[src/hdl/cmg_pkg.sv]
// shared types and constants for the colorize max3x3 gain block
package cmg_pkg;

	localparam int MAX_WIDTH_DEF  = 2048;
	localparam int WIDTH_MIN      = 3;
	localparam int HEIGHT_MIN     = 3;
	localparam int HEIGHT_MAX     = 4096;

	localparam int CH_W           = 8;
	localparam int WIDTH_W        = 12;
	localparam int HEIGHT_W       = 13;
	localparam int ROW_W          = 12;
	localparam int GAIN_W         = 9;
	localparam int GAIN_FRAC_BITS = 8;
	localparam int GAIN_ONE       = 1 << GAIN_FRAC_BITS;
	localparam int FAC_W          = GAIN_FRAC_BITS + 2;

	localparam int QDEPTH         = 4;
	localparam int QCNT_W         = $clog2(QDEPTH + 1);

	localparam int ADDR_W         = 4;
	localparam int DATA_W         = 32;

	localparam logic [1:0] REG_WIDTH  = 2'd0;
	localparam logic [1:0] REG_HEIGHT = 2'd1;
	localparam logic [1:0] REG_GAIN   = 2'd2;

	typedef struct packed {
		logic [CH_W-1:0] red;
		logic [CH_W-1:0] green;
		logic [CH_W-1:0] blue;
	} cmg_pix_t;

	typedef struct packed {
		cmg_pix_t upper;
		cmg_pix_t middle;
	} cmg_line_t;

	// dominance flags per channel
	typedef struct packed {
		logic red;
		logic green;
		logic blue;
	} cmg_dom_t;

	// classified word handed from front to back, column travels beside it
	typedef struct packed {
		cmg_pix_t         pix;
		cmg_dom_t         dom;
		logic             last;
		logic [ROW_W-1:0] row;
	} cmg_cls_t;

endpackage

[src/hdl/cmg_back.sv]
// back end: gain scaling, saturation and output register
module cmg_back #(
	parameter int COL_W = $clog2(cmg_pkg::MAX_WIDTH_DEF)
) (
	input  logic                          clk,
	input  logic                          arst_n,
	input  logic [cmg_pkg::GAIN_W-1:0]    gain,
	input  logic                          q_valid,
	input  cmg_pkg::cmg_cls_t             q_cls,
	input  logic [COL_W-1:0]              q_col,
	output logic                          q_pop,
	output logic                          out_valid,
	input  logic                          out_ready,
	output logic [cmg_pkg::CH_W-1:0]      out_blue,
	output logic [cmg_pkg::CH_W-1:0]      out_green,
	output logic [cmg_pkg::CH_W-1:0]      out_red,
	output logic [cmg_pkg::ROW_W-1:0]     out_row,
	output logic [COL_W-1:0]              out_col,
	output logic                          frame_done
);
	import cmg_pkg::*;

	localparam int PROD_W = CH_W + FAC_W;
	localparam int SHR_W  = PROD_W - GAIN_FRAC_BITS;

	logic              out_valid_q;
	logic [GAIN_W-1:0] gain_sat;
	logic [FAC_W-1:0]  fac_up;
	logic [FAC_W-1:0]  fac_dn;

	function automatic logic [CH_W-1:0] scale_ch(input logic [CH_W-1:0] v,
		input logic [FAC_W-1:0] fac);
		logic [PROD_W-1:0] prod;
		logic [SHR_W-1:0]  shr;
		prod = PROD_W'(v) * PROD_W'(fac);
		shr  = prod[PROD_W-1:GAIN_FRAC_BITS];
		return (shr > SHR_W'(255)) ? {CH_W{1'b1}} : shr[CH_W-1:0];
	endfunction

	always_comb begin
		gain_sat = (gain > GAIN_W'(GAIN_ONE)) ? GAIN_W'(GAIN_ONE) : gain;
		fac_up   = FAC_W'(GAIN_ONE) + FAC_W'(gain_sat);
		fac_dn   = FAC_W'(GAIN_ONE) - FAC_W'(gain_sat);
	end

	assign q_pop = q_valid && (!out_valid_q || out_ready);

	always_ff @(posedge clk or negedge arst_n) begin
		if (!arst_n) begin
			out_valid_q <= 1'b0;
		end else if (q_pop) begin
			out_valid_q <= 1'b1;
		end else if (out_ready) begin
			out_valid_q <= 1'b0;
		end
	end

	always_ff @(posedge clk) begin
		if (q_pop) begin
			out_blue   <= scale_ch(q_cls.pix.blue, q_cls.dom.blue ? fac_up : fac_dn);
			out_green  <= scale_ch(q_cls.pix.green, q_cls.dom.green ? fac_up : fac_dn);
			out_red    <= scale_ch(q_cls.pix.red, q_cls.dom.red ? fac_up : fac_dn);
			out_row    <= q_cls.row;
			out_col    <= q_col;
			frame_done <= q_cls.last;
		end
	end

	assign out_valid = out_valid_q;

endmodule
[config.mk]
export PLATFORM = sky130hd
export DESIGN_NAME = cmg_back
export DESIGN_NICKNAME = d
export VERILOG_FILES = /design/src/hdl/cmg_pkg.sv /design/src/hdl/cmg_back.sv
export SDC_FILE = /design/constraint.sdc
export NUM_CORES = 1
export LEC_CHECK = 0
export ABC_AREA = 1
export BUFFER_PORTS_ARGS = -buffer_cell sky130_fd_sc_hd__buf_2
export CAP_MARGIN = 20
export CORE_ASPECT_RATIO = 1.2
export CORE_MARGIN = 2
export CORE_UTILIZATION = 45
export DETAILED_ROUTE_END_ITERATION = 8
export GPL_ROUTABILITY_DRIVEN = 0
export SLEW_MARGIN = 40
export SYNTH_ARGS = -nofsm -noshare
export SYNTH_HDL_FRONTEND = slang
export SYNTH_SLANG_ARGS = --single-unit
[constraint.sdc]
create_clock -name clk -period 8.98 [get_ports clk]
set_input_delay 0.898 -clock clk [delete_from_list [all_inputs] [get_ports clk]]
set_output_delay 0.898 -clock clk [all_outputs]
set_load 0.01 [all_outputs]
### After elaboration in Yosys (flattened, before gate mapping)

Index checks and enable logic that the tools add are counted.

* $add $sub $neg: 2
* magnitude comparators: 4
* multiplexer cells: 6
* multipliers: 3
* reduce and logical (&&, ||, !) cells: 4

Operators by type and width (number)
* $mul A8 B10 Y18: 3
* $gt A10 B8 Y1 const B: 3
* $mux W10: 3
* $add A9 B9 Y10 const A: 1
* $sub A9 B9 Y10 const A: 1
* $gt A9 B9 Y1 const B: 1
* $mux W9: 1
* $mux W1: 2
* $reduce_bool A2 Y1: 1
* $logic_and A1 B1 Y1: 1
* $logic_not A1 Y1: 1
* $logic_or A1 B1 Y1: 1

* register bits: 49
* bits of input ports: 64
* output and inout port bits: 50
* logic and storage cells: 26

### Logic depth before layout (Yosys ltp)

* depth after elaboration: 6
* gate-level depth with buffers: 31
* depth with buffers taken out: 30

### Least setup slack after synthesis

No wires, ideal clock.

* path kind: input port to flip-flop
* from: input port gain[8] (netlist bit)
* to: register out_red[0] (netlist bit), data pin
* stages on the path: 25
* setup slack: 2.892 ns
* arrival time: 5.822 ns
* required time: 8.714 ns
* setup time: 0.266 ns
* buffers on the path: 2
* cells stage by stage: buf_6 -> nor2_8 -> inv_2 -> clkbuf_1 -> ha_1 -> nand2_1 -> xor2_1 -> inv_1 -> nand2_1 -> a21oi_1 -> fa_1 -> fa_1 -> fa_1 -> inv_1 -> fa_1 -> inv_1 -> ha_1 -> nand2_1 -> inv_1 -> a21oi_1 -> nor2_1 -> nor3_1 -> nand2_2 -> xor2_4 -> nand3_1

* word-level cells in the longest chain between the ends: 6
* elaborated cells between the ends (all ways): 7
* those cells by class: add/sub: 2; mul: 1; order compare: 2; mux: 2

RTL lines
* start: declaration: line cmg_back.sv:7 `input logic [cmg_pkg::GAIN_W-1:0] gain,`
* $gt A9 B9 Y1: line cmg_back.sv:41 `gain_sat = (gain > GAIN_W'(GAIN_ONE)) ? GAIN_W'(GAIN_ONE) : gain;`
* $mux W9 (*): line cmg_back.sv:41
* $sub A9 B9 Y10 / $add A9 B9 Y10 (equally long branches): line cmg_back.sv:43, cmg_back.sv:42
* $mux W10 (*): line cmg_back.sv:62 `out_red <= scale_ch(q_cls.pix.red, q_cls.dom.red ? fac_up : fac_dn);`
* $mul A8 B10 Y18 (*): line cmg_back.sv:35 `prod = PROD_W'(v) * PROD_W'(fac);`
* $gt A10 B8 Y1: line cmg_back.sv:37 `return (shr > SHR_W'(255)) ? {CH_W{1'b1}} : shr[CH_W-1:0];`
* end signal: assignment: line cmg_back.sv:62
* end: declaration: line cmg_back.sv:16 `output logic [cmg_pkg::CH_W-1:0] out_red,`

Mark *: on every way between the ends. The rest lies on a longest branch, timed or not.
A chain may end at the register's enable or synchronous reset.

### Worst setup path in the final report

* from: input port gain[8] (netlist bit)
* to: register out_green[1] (netlist bit), data pin

* word-level cells in the longest chain between the ends: 6
* elaborated cells between the ends (all ways): 7
* those cells by class: add/sub: 2; mul: 1; order compare: 2; mux: 2

RTL lines
* $gt A9 B9 Y1: line cmg_back.sv:41
* $mux W9 (*): line cmg_back.sv:41
* $sub A9 B9 Y10 / $add A9 B9 Y10 (equally long branches): line cmg_back.sv:43, cmg_back.sv:42
* $mux W10 (*): line cmg_back.sv:61 `out_green <= scale_ch(q_cls.pix.green, q_cls.dom.green ? fac_up : fac_dn);`
* $mul A8 B10 Y18 (*): line cmg_back.sv:35
* $gt A10 B8 Y1: line cmg_back.sv:37
* end signal: assignment: line cmg_back.sv:61
* end: declaration: line cmg_back.sv:15 `output logic [cmg_pkg::CH_W-1:0] out_green,`

Marked as above.

==> results.yml <==
layout:
  final_common_cell: "inv_1"
  area.growth.synth_to_final_pct: 10.3
  layout.nets: 1682
  drive_above_1_share: 0.118
  fillerInstances: 2271
  layout_common_cells: "inv_1 (274), nand2_1 (239), fa_1 (141), nor2_1 (125), a21oi_1 (115)"
global_route:
  grt-ovfl-total: 0
  grt_max_degree: 49
  first_global_vias: 9065
  grt_pass1_wl_um: 44400
  grtUsageTotal: 0.233
  grt_antenna_before_repair: 1
clocking:
  cts_hold_buf: 0
  post_cts_buffers: 0
  numCtsBuffers: 5
  root_buffer: "clkbuf_16"
  h-tree-depth: 2
  cts_tree: "done"
  clkLatencyLatePin_ps: 300
  clockBufferDepth: 2
  clk_pin_slew_worst_paths_ps: 70
  cts_sinks: 49
  cts-resized-gates: 0
sta:
  finalHoldViolations: 0
  max-slew-margin-rel: 0.603
  clock_skew_ps: 12.4
  rsz0062_at_grt: "false"
  final.setup.worst_slack_ps: 2580
  tns_ps: 0
  fin_crit_ps: 6400
  slew_viol_final: 0
  fmax_ghz: 0.156
  worst_slew_pin_slew_ps: 590
  period_share: 0.713
  setup_violations: 0
placed_design:
  io_buffer_count: 113
  hpwlAfterDp_um: 22700
  pre_cts_ws_ps: 2230
synth:
  synth_nets: 1568
  postSynthAreaPerCell_um2: 7.94
  async_flop_share: 0.0204
  ys_seq_area_frac: 0.147
  yosysUniqueCellTypes: 44
  ys_ff_latch: 49
  synth_edf_count: 48
  synthCells: 1257
  yosysWarnings: 0
  ys.flop_type: "edfxtp_1"
  syn-cell-area_um2: 9980
pwr:
  pwr-share-comb: 0.773
  p_int_mw: 1.20
  vdd_ir_drop_max_mv: 0.158
  switching_share: 0.526
  cellPowerDensity_nw_per_um2: 230
  p_leak_nw: 5.98
  seqPwrFrac: 0.152
  pwr-share-clk: 0.076
  power.switching_mw: 1.33
floorplanning:
  core_um2: 21700
  io-pin-count: 114
  die_area_um2: 23400
  die_h_um: 167
  die_w_um: 140
  start_util: 0.460
  row_count: 59
drt:
  drt_iter0_markers: 424
  avgRoutedWirePerCell_um: 15.9
  routed_wl_um: 26100
  first_pass_iters: 5
  ant_nets: 0
  viasPerCell: 5.24
  dr_total_vias: 8625
  drc: 0
setup_path:
  cp-start-kind: "input pin"
  path_class: "input pin to flip-flop"
  cp_data_required_time_ps: 9020
  r2r_slack_ps: 7490
  critical_path_arrival_ps: 6440
  end_kind: "flip-flop"
  path_max_fanout: 17
run_status:
  outcome: "completed"
hold_path:
  hold_path.class: "input pin to asynchronous set/reset pin"
run:
  drv_cap: 0
==> worst paths after layout <==
kind	startpoint	endpoint	cells after the start
worst max-delay path	gain[8]	out_green[1]	28
worst min-delay path	arst_n	out_valid	1
worst max register to register	out_valid	out_row[4]	2
worst min register to register	out_valid	out_valid	2
max in group asynchronous	arst_n	out_valid	1
min in group clk	out_valid	out_valid	2
==> layer usage <==
layer | vias up | global-route usage | wire (um) | share of wire
met3 | 62 | 0.0289 | 1570 | 0.060
met1 | 4067 | 0.282 | 10400 | 0.40
met2 | 321 | 0.429 | 13300 | 0.51
li1 | 4175 | - | - | -
met4 | 0 | 0.0739 | 906 | 0.035
met5 | - | 0 | 0 | 0
==> flip-flops by register name, summed over array words and instances (netlist names) <==
| name | count |
|---|---|
| frame_done | 1 |
| out_blue | 8 |
| out_green | 8 |
| out_red | 8 |
| out_row | 12 |
| out_col | 11 |
| out_valid | 1 |
==> power groups by stage <==
stage	logic (mW)	registers [mW]	clock network [mW]
final	1.95	0.383	0.192
after CTS	1.97	0.386	0.198
after detailed placement	1.96	0.390	0
after global routing	2.27	0.390	0.207
after floorplan	1.43	0.423	0
after global placement	1.94	0.388	0
==> cell usage after synthesis, types with 2 or more instances <==
cell,number,share of area
buf_4,2,0.0015
nand4_2,2,0.0025
o31a_1,2,0.0018
o21ai_1,3,0.0015
a21o_1,4,0.0030
fa_1,141,0.28
o21bai_2,3,0.0034
xnor2_1,9,0.0079
nand3_2,6,0.0060
nand4_1,5,0.0031
o21bai_1,10,0.0075
nand2_1,239,0.090
o21ai_2,6,0.0053
o21ai_0,13,0.0065
edfxtp_1,48,0.14
nor2_1,125,0.047
nand3b_1,6,0.0045
ha_1,106,0.13
a21oi_1,116,0.058
xor2_1,11,0.0097
inv_1,274,0.10
clkbuf_1,2,0.00075
nand3_1,68,0.034
nor4_1,3,0.0019
a31oi_1,5,0.0031
inv_2,2,0.00075
nand2_2,11,0.0069
clkinv_1,5,0.0019
nor3_1,15,0.0075
==> through the flow <==
stage	instances	util	power, mW	hold WS (ps)	instance area, um2
global placement	1638	0.500	2.33	540	10900
detailed placement	1638	0.500	2.35	555	10900
CTS	1646	0.507	2.55	346	11000
finish	1647	0.507	2.53	354	11000
floorplan	1257	-	1.86	522	9980
global route	1646	0.507	2.87	342	11000
==> final cells by class <==
| type | instances | area, um2 | area share |
|---|---|---|---|
| clock inverters | 3 | 25.0 | 0.00227 |
| flip-flops and latches | 49 | 1470 | 0.133 |
| multi-input cells | 918 | 7400 | 0.672 |
| diodes | 1 | 2.50 | 0.000227 |
| repair buffers | 114 | 573 | 0.0521 |
| well taps | 274 | 343 | 0.0312 |
| inverters | 283 | 1070 | 0.0972 |
| clock buffers | 5 | 125 | 0.0114 |
==> kinds of logic (layout without fill, tap and decap cells) <==
| group | count (synthesis) | count (layout) | share of synthesized area |
|---|---|---|---|
| AND/OR/NAND/NOR | 484 | 484 | 0.209 |
| buffers and inverters | 290 | 405 | 0.113 |
| adder cells (fa/ha/maj) | 247 | 247 | 0.416 |
| AO/OA/AOI/OAI | 165 | 165 | 0.0934 |
| flip-flops | 49 | 49 | 0.147 |
| XOR/XNOR | 22 | 22 | 0.0219 |
| other | 0 | 1 | 0 |
==> critical path, stage by stage <==
cell	delay, ps
buf_2	260
nor2_8	110
inv_2	280
nand2_1	160
nor2_2	160
nand2_1	70
nand2_1	60
nand2_1	40
inv_1	90
nand2_1	110
nand2_1	210
nand2_1	120
fa_1	600
inv_1	70
fa_1	460
fa_1	550
inv_1	60
fa_1	530
inv_1	40
ha_1	330
inv_1	100
o21ai_0	120
a21oi_1	220
nor2_1	60
nor3_1	190
nand2_2	100
xor2_2	290
nand3_1	120
Note: power is estimated with default switching activity, not from simulation.
