==> config.mk <==
export PLATFORM = sky130hd
export DESIGN_NAME = cmg_fifo
export DESIGN_NICKNAME = d
export VERILOG_FILES = /design/src/hdl/cmg_pkg.sv /design/src/hdl/cmg_fifo.sv
export SDC_FILE = /design/constraint.sdc
export NUM_CORES = 1
export LEC_CHECK = 0
export BUFFER_PORTS_ARGS = -buffer_cell sky130_fd_sc_hd__buf_2
export CAP_MARGIN = 15
export CORE_MARGIN = 2
export CORE_UTILIZATION = 49
export DETAILED_ROUTE_END_ITERATION = 8
export PLACE_DENSITY = 0.82
export SLEW_MARGIN = 10
export SYNTH_ARGS = -nofsm -noshare
export SYNTH_HDL_FRONTEND = slang
export SYNTH_SLANG_ARGS = --single-unit
export TNS_END_PERCENT = 20
==> constraint.sdc <==
create_clock -name clk -period 1.6 [get_ports clk]
set_clock_uncertainty 0.2 [all_clocks]
set_input_delay 0.08 -clock clk [delete_from_list [all_inputs] [get_ports clk]]
set_output_delay 0.08 -clock clk [all_outputs]
set_load 0.03 [all_outputs]
==> src/hdl/cmg_pkg.sv <==
// shared types and constants for the colorize max3x3 gain block
package cmg_pkg;

	localparam int MAX_WIDTH_DEF  = 2048;
	localparam int WIDTH_MIN      = 3;
	localparam int HEIGHT_MIN     = 3;
	localparam int HEIGHT_MAX     = 4096;

	localparam int CH_W           = 8;
	localparam int WIDTH_W        = 12;
	localparam int HEIGHT_W       = 13;
	localparam int ROW_W          = 12;
	localparam int GAIN_W         = 9;
	localparam int GAIN_FRAC_BITS = 8;
	localparam int GAIN_ONE       = 1 << GAIN_FRAC_BITS;
	localparam int FAC_W          = GAIN_FRAC_BITS + 2;

	localparam int QDEPTH         = 4;
	localparam int QCNT_W         = $clog2(QDEPTH + 1);

	localparam int ADDR_W         = 4;
	localparam int DATA_W         = 32;

	localparam logic [1:0] REG_WIDTH  = 2'd0;
	localparam logic [1:0] REG_HEIGHT = 2'd1;
	localparam logic [1:0] REG_GAIN   = 2'd2;

	typedef struct packed {
		logic [CH_W-1:0] red;
		logic [CH_W-1:0] green;
		logic [CH_W-1:0] blue;
	} cmg_pix_t;

	typedef struct packed {
		cmg_pix_t upper;
		cmg_pix_t middle;
	} cmg_line_t;

	// dominance flags per channel
	typedef struct packed {
		logic red;
		logic green;
		logic blue;
	} cmg_dom_t;

	// classified word handed from front to back, column travels beside it
	typedef struct packed {
		cmg_pix_t         pix;
		cmg_dom_t         dom;
		logic             last;
		logic [ROW_W-1:0] row;
	} cmg_cls_t;

endpackage

==> src/hdl/cmg_fifo.sv <==
// small register queue between front and back
module cmg_fifo #(
	parameter int DEPTH  = cmg_pkg::QDEPTH,
	parameter int DATA_W = 8
) (
	input  logic                        clk,
	input  logic                        arst_n,
	input  logic                        push,
	input  logic [DATA_W-1:0]           push_data,
	input  logic                        pop,
	output logic                        not_empty,
	output logic [DATA_W-1:0]           head,
	output logic [$clog2(DEPTH+1)-1:0]  count
);
	localparam int PTR_W = (DEPTH > 1) ? $clog2(DEPTH) : 1;
	localparam int CNT_W = $clog2(DEPTH + 1);

	logic [DATA_W-1:0] mem_q [DEPTH];
	logic [PTR_W-1:0]  wr_ptr_q;
	logic [PTR_W-1:0]  rd_ptr_q;
	logic [CNT_W-1:0]  cnt_q;

	always_ff @(posedge clk or negedge arst_n) begin
		if (!arst_n) begin
			wr_ptr_q <= '0;
			rd_ptr_q <= '0;
			cnt_q    <= '0;
		end else begin
			if (push) begin
				wr_ptr_q <= (wr_ptr_q == PTR_W'(DEPTH - 1)) ? '0 : wr_ptr_q + PTR_W'(1);
			end
			if (pop) begin
				rd_ptr_q <= (rd_ptr_q == PTR_W'(DEPTH - 1)) ? '0 : rd_ptr_q + PTR_W'(1);
			end
			if (push && !pop) begin
				cnt_q <= cnt_q + CNT_W'(1);
			end else if (pop && !push) begin
				cnt_q <= cnt_q - CNT_W'(1);
			end
		end
	end

	always_ff @(posedge clk) begin
		if (push) begin
			mem_q[wr_ptr_q] <= push_data;
		end
	end

	assign head      = mem_q[rd_ptr_q];
	assign not_empty = cnt_q != '0;
	assign count     = cnt_q;

	a_no_overflow: assert property (@(posedge clk) disable iff (!arst_n)
		push |-> cnt_q < CNT_W'(DEPTH))
		else $error("queue overflow");

	a_no_underflow: assert property (@(posedge clk) disable iff (!arst_n)
		pop |-> cnt_q != '0)
		else $error("queue underflow");

endmodule

Word-level counts from Yosys, hierarchy flattened
Memory sizes are Yosys's and may differ from the RTL's.
Index checks and enable logic that the tools add are counted.
{"block": "op_classes", "mux": 6, "n_reduce_logical": 6, "eq_ne": 2, "addsub": 4}
{"operator": "$mux 3", "n": 2}
{"operator": "$add 2x1->2 const B", "n": 2}
{"operator": "$eq 2x2->1 const B", "n": 2}
{"operator": "$mux 2", "n": 2}
{"operator": "$add 3x1->3 const B", "n": 1}
{"operator": "$reduce_bool 3->1", "n": 1}
{"operator": "$sub 3x1->3 const B", "n": 1}
{"operator": "$logic_and 1x1->1", "n": 2}
{"operator": "$logic_not 1->1", "n": 2}
{"operator": "$mux 1", "n": 2}
{"operator": "$reduce_bool 2->1", "n": 1}
{"block": "totals", "output_inout_bits": 12, "n_memories": 1, "ramBits": 32, "input_bits": 12, "regBits": 7}
{"memory": "mem_q", "depth": 4, "width": 8, "rd": 1, "rd_clocked_by_memory_dff": 0, "wr": 1, "line": "cmg_fifo.sv:18", "rtl": "logic [DATA_W-1:0] mem_q [DEPTH];"}

Depth between registers and ports, before layout
Gate-level depths: netlist of the first run.
{"block": "depth", "word_depth": 4, "mapped_depth": 7, "mapped_depth_nobuf": 7}

Worst setup path after synthesis of the first run
No wires, ideal clock.
{"block": "synth_path", "kind": "register to register", "from": "register cnt_q[0], in the netlist count[0]", "to": "register cnt_q[2], in the netlist count[2]", "arrival_ps": 1356, "setup_slack_ps": -37, "synth_period_minus_slack_ps": 1637, "setup_ps": 80, "path_buffers": 0, "path_stages_with_launch": 5, "cell_sequence": "dfrtp_1 > fa_1 > xor2_1 > nor2_1 > xor2_1"}
{"block": "synth_between", "elab_chain_cells": 3, "word_cells_on_any_way": 4}
{"item": "start, declared", "line": "cmg_fifo.sv:21", "rtl": "logic [CNT_W-1:0] cnt_q;"}
{"item": "start signal, assigned", "line": "cmg_fifo.sv:36", "rtl": "cnt_q <= cnt_q + CNT_W'(1);"}
{"item": "start signal, assigned", "line": "cmg_fifo.sv:38", "rtl": "cnt_q <= cnt_q - CNT_W'(1);"}
{"item": "$sub 3x1->3", "line": "cmg_fifo.sv:38"}
{"item": "$mux 3", "line": "cmg_fifo.sv:37", "rtl": "end else if (pop && !push) begin"}
{"item": "$mux 3 (*)", "line": "cmg_fifo.sv:35", "rtl": "if (push && !pop) begin"}
Mark *: on every way between the ends. The rest lies on a longest branch, timed or not. The select of a mux whose other input is x is not followed.
A chain may end at the register's enable or synchronous reset.

Final worst setup path of the first run
{"block": "layout_path", "from": "register rd_ptr_q[0]", "to": "output port head[0]"}
{"block": "layout_between", "elab_chain_cells": 1}
{"item": "start, declared", "line": "cmg_fifo.sv:20", "rtl": "logic [PTR_W-1:0] rd_ptr_q;"}
{"item": "start signal, assigned", "line": "cmg_fifo.sv:33", "rtl": "rd_ptr_q <= (rd_ptr_q == PTR_W'(DEPTH - 1)) ? '0 : rd_ptr_q + PTR_W'(1);"}
{"item": "$mem_v2 4x8"}
{"item": "end, declared", "line": "cmg_fifo.sv:12", "rtl": "output logic [DATA_W-1:0] head,"}
Every way passes these cells.

==> run summary, run 1 <==
The number of buffers added by the clock tree synthesis step is 5. In this run the most critical hold path is launched from push. The I/O pin total is 24.

From left edge to right edge, the die measures a little over 60 um. The count of nets after finishing is 150. The synthesized netlist devotes between 1.5 and 2% of its cell area to XOR and XNOR gates. The total via count in the routed design came out at 856. The cell area after layout is roughly 2100 um2. For this run, the number of Yosys warnings is 0.

In this run the tool buffered the top-level ports with 23 buffer cells. In this run the power spent charging and discharging nets is 1.278 mW. The total congestion overflow is 0. Summing the areas of all compound-gate instances in the mapped netlist gives 0.6400% of the synthesized area.

The cell leakage power came out at around 0.83 nW. The total count of max-transition violations in the final report came out at 0. The post-synthesis instance area is 1564 um2. The number of remaining DRC errors is 0. The routed wirelength normalized by instance count came out at 15.07 um. The combinational family with the most area after synthesis is multiplexers. The run finished, with violations left. Counting instances in the post-synthesis netlist gives the leading cell types as edfxtp_1 (32), mux4_2 (8), dfrtp_1 (7). STA classifies the critical path startpoint as a flop. After synthesis, the cell types taking the most area are edfxtp_1 (61%), mux4_2 (12%), dfrtp_1 (11%). The share of total power dissipated in sequential elements is about two fifths. The H-tree depth reported by CTS is 2.

The type of the worst setup path is flop to output port. For this block, the routed nets add up to about 2700 um of wire. In this run switching power makes up between 30% and 40% of total power. The worst hold-check slack came out at -0.001179 ns. The slew at the pin closest to its max-slew limit came out at roughly 0.43 ns. In this run, synthesis inferred 32 flip-flops with an integrated enable. edfxtp_1 takes more of the synthesized area than any other cell. The path with the worst hold slack has its endpoint at count[0]$_DFFE_PN0P_. Combinational cells account for between 40% and 50% of the total power. The synthesized netlist devotes under 10% of its cell area to simple gates. The area growth from synthesis to layout is 35.12%. The count of endpoints failing setup in the final report is 9.

The largest stage delay on the critical path came out at 0.52 ns. The share of synthesized registers carrying an async set or reset is approximately 18%. Traced cell by cell, the critical path runs through buf_12, mux4_2, buf_6. Power spread over the standard cell area amounts to 1839 nW/um2. The detailed-router iteration count before antenna repair came out at 4. The share of final-layout standard cells stronger than drive strength 1 is 43.94%. The worst hold path cell count came out at 4.

The area of the die came out at about 3700 um2. The top flip-flop cell by instance count after synthesis is edfxtp_1. The average via count per standard cell is between 4 and 5. The path class of the tightest hold or removal check is input port to flop. The floorplan step defined a core boundary enclosing ~3000 um2. The peak clock frequency supported by timing came out at approximately 0.53 GHz. Once detail routing completed, the nets flagged for antenna violations numbered 0. The endpoint required time on the critical path is about 1.3 ns. The checks that failed: negative hold slack, negative setup slack.

The count of endpoints failing hold in the final timing report was 1. The clock input transition at the sequential cells of the worst setup and hold paths came out at ~0.12 ns. The maximum number of pins on one net before global-route repair came out at 14. The flop-to-flop setup slack came out at 0.03 ns. The antenna diode count came out at 0. Measured against the total synthesized area, the mux share comes to between 10% and 20%. Counting every sink on the clock net gives 39. The cell type group with the largest total delay on the critical path is multiplexers. Registers take roughly 1100 um2. The CTS tree is done. The starting utilization of the core area is about half. Dividing the final minimum period by the clock period gives 117.4%. The synthesized design contains 39 register bits. The combined area of the multi-input logic cells came out at 400.4 um2. The insertion delay to the later sink of the worst-skew pair came out at approximately 0.35 ns.

The capture instance of the worst register-to-register path is count[2]$_DFFE_PN0P_. The post-synthesis sequential area ratio came out at approximately 73%. The startpoint of the most critical setup path is rd_ptr_q[0]$_DFFE_PN0P_. The clock share of power came out at approximately a fifth.

The internal power of the cells came out at about 2.6 mW. After filler insertion, the fill cell instance count of the layout stands at between 200 and 250. In this run the cell area measured after placement is between 1500 and 2000 um2. The synthesized net count is 97. The initial antenna violation count came out at 0. The die span in y came out at between 60 and 70 um.

The maximum resistive drop on vdd came out at between 0.9 and 1 mV. The overall track demand over capacity in global routing is 16.62%. By instance count, the leading cell after synthesis is edfxtp_1. After Yosys synthesis, full adders, half adders and majority gates account for under 10% of the synthesized area.

The number of cells on the worst reg-to-reg path is 4. The portion of synthesized cell area occupied by the leading cell type is between 60% and 70%. The mean post-synth cell area is 20.05 um2. Among all stages on the critical path, the largest delay is contributed by mux4_2. The maximum fanout along the worst path came out at 8. The number of instances in the synthesized netlist came out at about 80.

The startpoint identified for the worst register-to-register timing path is count[0]$_DFFE_PN0P_. The HPWL after detailed placement is 1832 um. Setup repair after global routing could not meet its margin everywhere. The number of global-route vias before repair came out at between 800 and 900. The post-CTS repair timing setup buffer count came out at 0. The final estimated routing congestion in global placement came out at 0.7008.

After the first detailed-routing iteration, the DRC count stood at 39. Counting I/O delays and the setup requirement, the final critical path takes ~1.9 ns. The worst-case clock buffer depth came out at 2.

STA classifies the critical path endpoint as an output port. The number of rows in the core area is 20. The arrival time at the worst endpoint came out at 1.60 ns. The first global-routing pass estimated 4126 um of wire.

In the post-route analysis, the smallest setup slack over all paths is -0.2786 ns. The worst max-slew margin expressed relative to the limit is 71.03%. CTS placed an instance of clkbuf_4 at the clock tree root. The worst path buffer plus inverter count is 2.

The reported max-cap violation count is 0. The number of library cell types mapped by synthesis is 17.
-- registers in the layout, summed over array words and instances (netlist names) --
register and count:
wr_ptr_q 2, mem_q 32, count 3, rd_ptr_q 2
-- metal layers --
metal	vias up	track usage, %	part of all wire (%)
met5	-	0	0
met4	0	5.590	1.3
met3	4	6.610	5.2
met2	23	29.19	53
met1	428	18.54	40
li1	401	-	-
-- worst reg2reg max path, delay by kind of cell, from the launching register on --
kind	cells	cell delay, ns
xor+xnor	2	0.30
fa+ha+maj	1	0.44
flops	1	0.46
simple gates	1	0.12
-- worst max-delay path by stage --
| stage | end | slack [ns] | cells past startpoint |
|---|---|---|---|
| floorplan | count[2]$_DFFE_PN0P_ | 0.005 | 4 |
| global placement | rd_ptr_q[1]$_DFFE_PN0P_ | 0.09 | 2 |
| detailed placement | count[2]$_DFFE_PN0P_ | 0.02 | 4 |
| CTS | head[1] | -0.30 | 3 |
| global route | head[0] | -0.35 | 3 |
| finish | head[0] | -0.28 | 3 |
-- layout by cell type (no fill, tap or decap), drive strengths merged --
cell type    Yosys  layout
clkinvlp         0       1
nand2            1       1
buf              2      36
nand3            1       1
inv              5       5
fa               1       1
and2             4       4
edfxtp          32      32
dlygate4sd3      0      12
nor2             2       2
o21ai            2       2
bufinv           0       2
dfrtp            7       7
xor2             2       2
ha               6       6
mux4             8       8
or3              1       1
xnor2            1       1
mux2             3       3
clkbuf           0       5
-- cells by family (layout without fill, tap and decap cells) --
logic type,Yosys count,count (layout)
adders and majority gates,7,7
buffers and inverters,7,61
muxes,11,11
xor gates and xnor gates,3,3
AOI/OAI and AO/OA,2,2
and+or+nand+nor,9,9
DFF,39,39
-- what timing repair did --
item	in CTS	in global routing
setup endpoints to repair	9	11
gates cloned	0	0
pin swaps	1	0
endpoints found under the hold margin	45	4
hold buffers	12	2
gates resized for setup	18	4
-- power by group through the flow --
stage | logic [mW] | clock network, mW | registers (mW)
6_report | 1.57 | 0.822 | 1.49
5_1_grt | 1.69 | 0.879 | 1.53
4_1_cts | 1.57 | 0.830 | 1.50
3_5_place_dp | 1.35 | 0 | 1.52
3_3_place_gp | 1.32 | 0 | 1.50
2_1_floorplan | 0.904 | 0 | 1.52
-- per-stage QoR --
stage / instances / total power, mW / util [%] / TNS, ns / setup WS (ns)
final: 176 / 3.886 / 69.22 / -2.113 / -0.2786
after global routing: 176 / 4.091 / 69.22 / -2.737 / -0.3479
after CTS: 174 / 3.900 / 68.65 / -2.583 / -0.2955
after detailed placement: 154 / 2.872 / 59.43 / 0 / 0.01771
after global placement: 154 / 2.824 / 59.43 / 0 / 0.08688
after floorplan: 78 / 2.426 / - / 0 / 0.004539
-- final cells by class --
cell class,count,share of cell area [%]
multi-input combinational,32,18.95
timing repair buffer,48,18.77
inverter,5,0.8881
sequential,39,53.82
clock inverter,3,3.197
clock buffer,5,1.776
tap,44,2.605
(Power assumes the default switching activity.)
==> inputs of run 2 (changes only) <==
--- a/config.mk
+++ b/config.mk
@@ -5,12 +5,14 @@
 export SDC_FILE = /design/constraint.sdc
 export NUM_CORES = 1
 export LEC_CHECK = 0
+export ABC_AREA = 1
 export BUFFER_PORTS_ARGS = -buffer_cell sky130_fd_sc_hd__buf_2
 export CAP_MARGIN = 15
+export CORE_ASPECT_RATIO = 0.6
 export CORE_MARGIN = 2
-export CORE_UTILIZATION = 49
+export CORE_UTILIZATION = 50
 export DETAILED_ROUTE_END_ITERATION = 8
-export PLACE_DENSITY = 0.82
+export PLACE_DENSITY = 0.83
 export SLEW_MARGIN = 10
 export SYNTH_ARGS = -nofsm -noshare
 export SYNTH_HDL_FRONTEND = slang
==> run summary, run 2 <==
The share of final-layout standard cells stronger than drive strength 1 is 21.16% (-23 points). The reported max-cap violation count came to 0 (unchanged). The post-detailed-route count of antenna-violating nets is 0 (unchanged). The worst setup path is captured at an output port. The synthesis-stage register bit count is 39 (unchanged). The insertion delay to the later sink of the worst-skew pair is 0.29 ns (-0.06 ns).

The number of global-route vias before repair came out at 1148 (+30%). The power consumption came to 3.813 mW (-1.9%). The final HPWL from detailed placement came out at 2170 um (+18%). The clock input transition at the sequential cells of the worst setup and hold paths is 0.07 ns (-0.05 ns).

The number of DRC markers in iteration 0 is 113 (+190%). The maximum resistive drop on vdd is 0.8556 mV (-5.0%). The buffer cell driving the clock tree root is clkbuf_8. The portion of synthesized cell area occupied by the leading cell type is 56.43% (-5.0 points). Setup repair after global routing could not meet its margin everywhere.

The endpoint required time on the critical path came out at 1.32 ns (about the same). The flop-to-flop setup slack came out at 0.03 ns (about the same). The reported net switching power is 1.558 mW (+22%).

The final estimated routing congestion in global placement came to 0.7715 (+10%). The number of warnings reported in the yosys synthesis log is 0 (unchanged). mem_q holds more flip-flops than any other register. The worst path buffer plus inverter count came out at 3 (+1). The number of enable flip-flop cells after synthesis came to 32 (unchanged).

The power density over the cells is 1783 nW/um2 (-3.0%). The core region area is 3263 um2 (+6.9%). The routed wirelength normalized by instance count is 15.99 um (+6.1%). The checks that failed: negative setup slack. Relative to the synthesized area, the layout overhead comes to 25.57%. The library cells used most frequently in the layout, excluding fill and tap cells, are nand2_1 (37), edfxtp_1 (32), inv_1 (25). The total count of max-transition violations in the final report came out at 0 (unchanged). The share of total power in combinational logic is 43.5% (+3.1 points). The worst hold-check slack came out at 0.04398 ns (+0.04516 ns).

By instance count, the leading cell after synthesis is nand2_1. The number of library cell types mapped by synthesis is 17 (unchanged). The detailed-router iteration count before antenna repair is 4 (unchanged). The slowest stage of the critical path is the dfrtp_1 cell. The initial antenna violation count is 0 (unchanged). The total via count in the routed design came to 1214 (+42%). The wire length of the first global-routing pass was 5561 um (+35%). The fraction of the mapped netlist area in simple logic gates is 9.699% (+6.7 points). The count of endpoints failing hold in the final timing report is 0 (-1).

The die span in y is 49.21 um (-19%). The type of the worst setup path is flop to output port. The final critical delay including setup and external delays came out at 1.644 ns (-0.2341 ns). The total congestion overflow came out at 0 (unchanged). The count of nets after finishing was 207 (+38%).

The worst-case clock buffer depth is 2 (unchanged). The share of synthesized registers carrying an async set or reset is 17.95% (unchanged). The mean post-synth cell area is 11.83 um2 (-41%). Traced cell by cell, the critical path runs through inv_2, buf_8, nand2_1, o211ai_1, nand2_1, buf_6.

The number of standard cells in the layout, taps in and fillers out came to 234 (+33%). In the post-synthesis netlist, the biggest area contributors are edfxtp_1 (56%), dfrtp_1 (10%), nand2_1 (8.6%). The maximum number of pins on one net before global-route repair came out at 18 (+4). The number of sinks driven by the clock tree was 39 (unchanged). The depth of the critical timing path with buffers and inverters included came to 6 (+3). The net switching fraction of the power came to 40.88% (+8.0 points). The power share of the sequential group is 39.9% (+1.4 points). The H-tree depth reported by CTS came out at 2 (unchanged). Counting stages on the worst path, the most repeated cell is nand2_1. The number of remaining DRC errors came out at 0 (unchanged). The number of buffers added by the clock tree synthesis step came out at 5 (unchanged). The cell type group with the largest total delay on the critical path is buffers and inverters.

The overall die width came out at 79.34 um (+31%). The starting utilization of the core area came out at 52.19% (+0.96 points). The path class of the tightest hold or removal check is input port to flop. The number of rows in the core area came out at 16 (-20%). The number of placed cells counting well taps is 211 (+37%). The fraction of the mapped netlist area in compound gates is 8.523% (+7.9 points).

The largest stage delay on the critical path came to 0.39 ns (-0.13 ns). The overall track demand over capacity in global routing came out at 19.98% (+3.4 points). The worst max-slew margin expressed relative to the limit is 73.73% (+2.7 points).

The proportion of synthesized area in mux cells came to 0% (-14 points). The synthesized-area fraction occupied by adder cells is 5.584% (-0.50 points). The peak clock frequency supported by timing is 0.6081 GHz (+14%). The xor/xnor share of the synthesized area came to 0.5143% (-1.2 points). The most used flip-flop cell after synthesis is edfxtp_1. The final clock period utilization by the worst path is 102.8% (-15 points).

The worst hold path cell count came out at 4 (unchanged). The number of instances in the synthesized netlist came out at 144 (+85%). The number of port buffers came to 23 (unchanged). The cell leakage power came out at 0.9348 nW (+13%). The internal power of the cells came out at 2.254 mW (-14%). The clock share of power is 16.6% (-4.5 points).

The commonest cells after synthesis are nand2_1 (39), edfxtp_1 (32), inv_1 (27). The synthesized net count is 163 (+68%). The arrival time at the worst endpoint came out at 1.36 ns (-0.24 ns). The post-synthesis sequential area ratio came out at 66.72% (-5.9 points). The slew at the pin closest to its max-slew limit is 0.3927 ns (-0.04189 ns).

The number of cells on the worst reg-to-reg path came out at 5 (+1). After synthesis, the largest family of logic cells by area is simple AND/OR/NAND/NOR gates. The library cell used most frequently in the layout, excluding fill and tap cells, is nand2_1. Summed over all instances, the cell type with the most area after synthesis is edfxtp_1. The kind of start point of the critical path is a flop. TritonCTS built the clock tree. The post-synthesis instance area came out at 1703 um2 (+8.9%). The area of the die is 3904 um2 (+6.7%).

The count of endpoints failing setup in the final report came out at 5 (-4). The maximum fanout along the worst path came to 17 (+9). The post-detailed-routing wire length came out at 3741 um (+41%).

The number of flip-flops in the largest register is 32 (unchanged). The antenna diode count came out at 0 (unchanged). The average via count per standard cell is 5.188 (+6.7%). The I/O pin total is 24 (unchanged). The run finished, with violations left.

The setup slack after layout is -0.04450 ns (+0.2341 ns).
-- run 2: cell types whose count changed after synthesis, sizes merged, moves of 3 or more --
cell    change
nand2      +38
inv        +24
o211ai     +16
mux4        -8
and2        -4
mux2        -3
-- run 2: power groups by stage --
stage,Clock (mW),Sequential [mW],Combinational (mW)
3_5_place_dp,0,1.52,1.42
6_report,0.634,1.52,1.66
4_1_cts,0.629,1.51,1.58
3_3_place_gp,0,1.50,1.34
5_1_grt,0.675,1.54,1.80
2_1_floorplan,0,1.54,1.01
-- run 2: timing repair --
item                                   in CTS  in global routing
buffers inserted                            0                  1
resized for setup                          14                  5
setup endpoints to repair                   8                 25
hold buffers                               14                  0
pin swaps                                   1                  1
endpoints found under the hold margin      43                  0
-- run 2: worst paths after layout --
check,from,to
max in group asynchronous,arst_n,count[0]$_DFFE_PN0P_
hold reg to reg,count[0]$_DFFE_PN0P_,count[0]$_DFFE_PN0P_
setup / recovery,rd_ptr_q[0]$_DFFE_PN0P_,head[0]
min in group asynchronous,arst_n,count[2]$_DFFE_PN0P_
hold / removal,pop,count[0]$_DFFE_PN0P_
setup reg to reg,count[0]$_DFFE_PN0P_,count[2]$_DFFE_PN0P_
-- run 2: stage by stage --
step                      TNS [ns]  cell area (um2)  util [%]  setup WS (ns)
after global placement           0             1853     56.79         0.1349
after detailed placement         0             1853     56.79        0.03989
after global routing       -0.8089             2138     65.53        -0.1070
after floorplan                  0             1703         -        0.04909
after CTS                  -0.1060             2116     64.84       -0.03641
final                      -0.1529             2138     65.53       -0.04450
-- run 2: area by class of cell --
type                            count  area, um2
Clock buffer                        8      80.08
Fill cell                         227       1125
Inverter                           29      118.9
Multi-Input combinational cell     72      419.2
Sequential cell                    39       1139
Tap cell                           45      56.30
Timing Repair Buffer               41      325.3
-- run 2: worst min-delay path: stages --
cell	delay, ns
buf_2	0.11
inv_1	0.05
ha_1	0.17
xnor2_1	0.08
-- run 2: cells by family (layout without fill, tap and decap cells) --
group | after synthesis | after routing
fa+ha+maj | 7 | 7
compound gates | 21 | 21
flops | 39 | 39
simple gates | 43 | 43
buf+inv | 33 | 78
xor+xnor | 1 | 1
-- run 2: per-layer routing --
metal / track usage [%] / routed length (um) / up-vias
li1: - / - / 567
met1: 22.97 / 1529 / 585
met4: 8.621 / 125 / 0
met3: 6.111 / 190 / 9
met2: 34.75 / 1895 / 53
met5: 0 / 0 / -
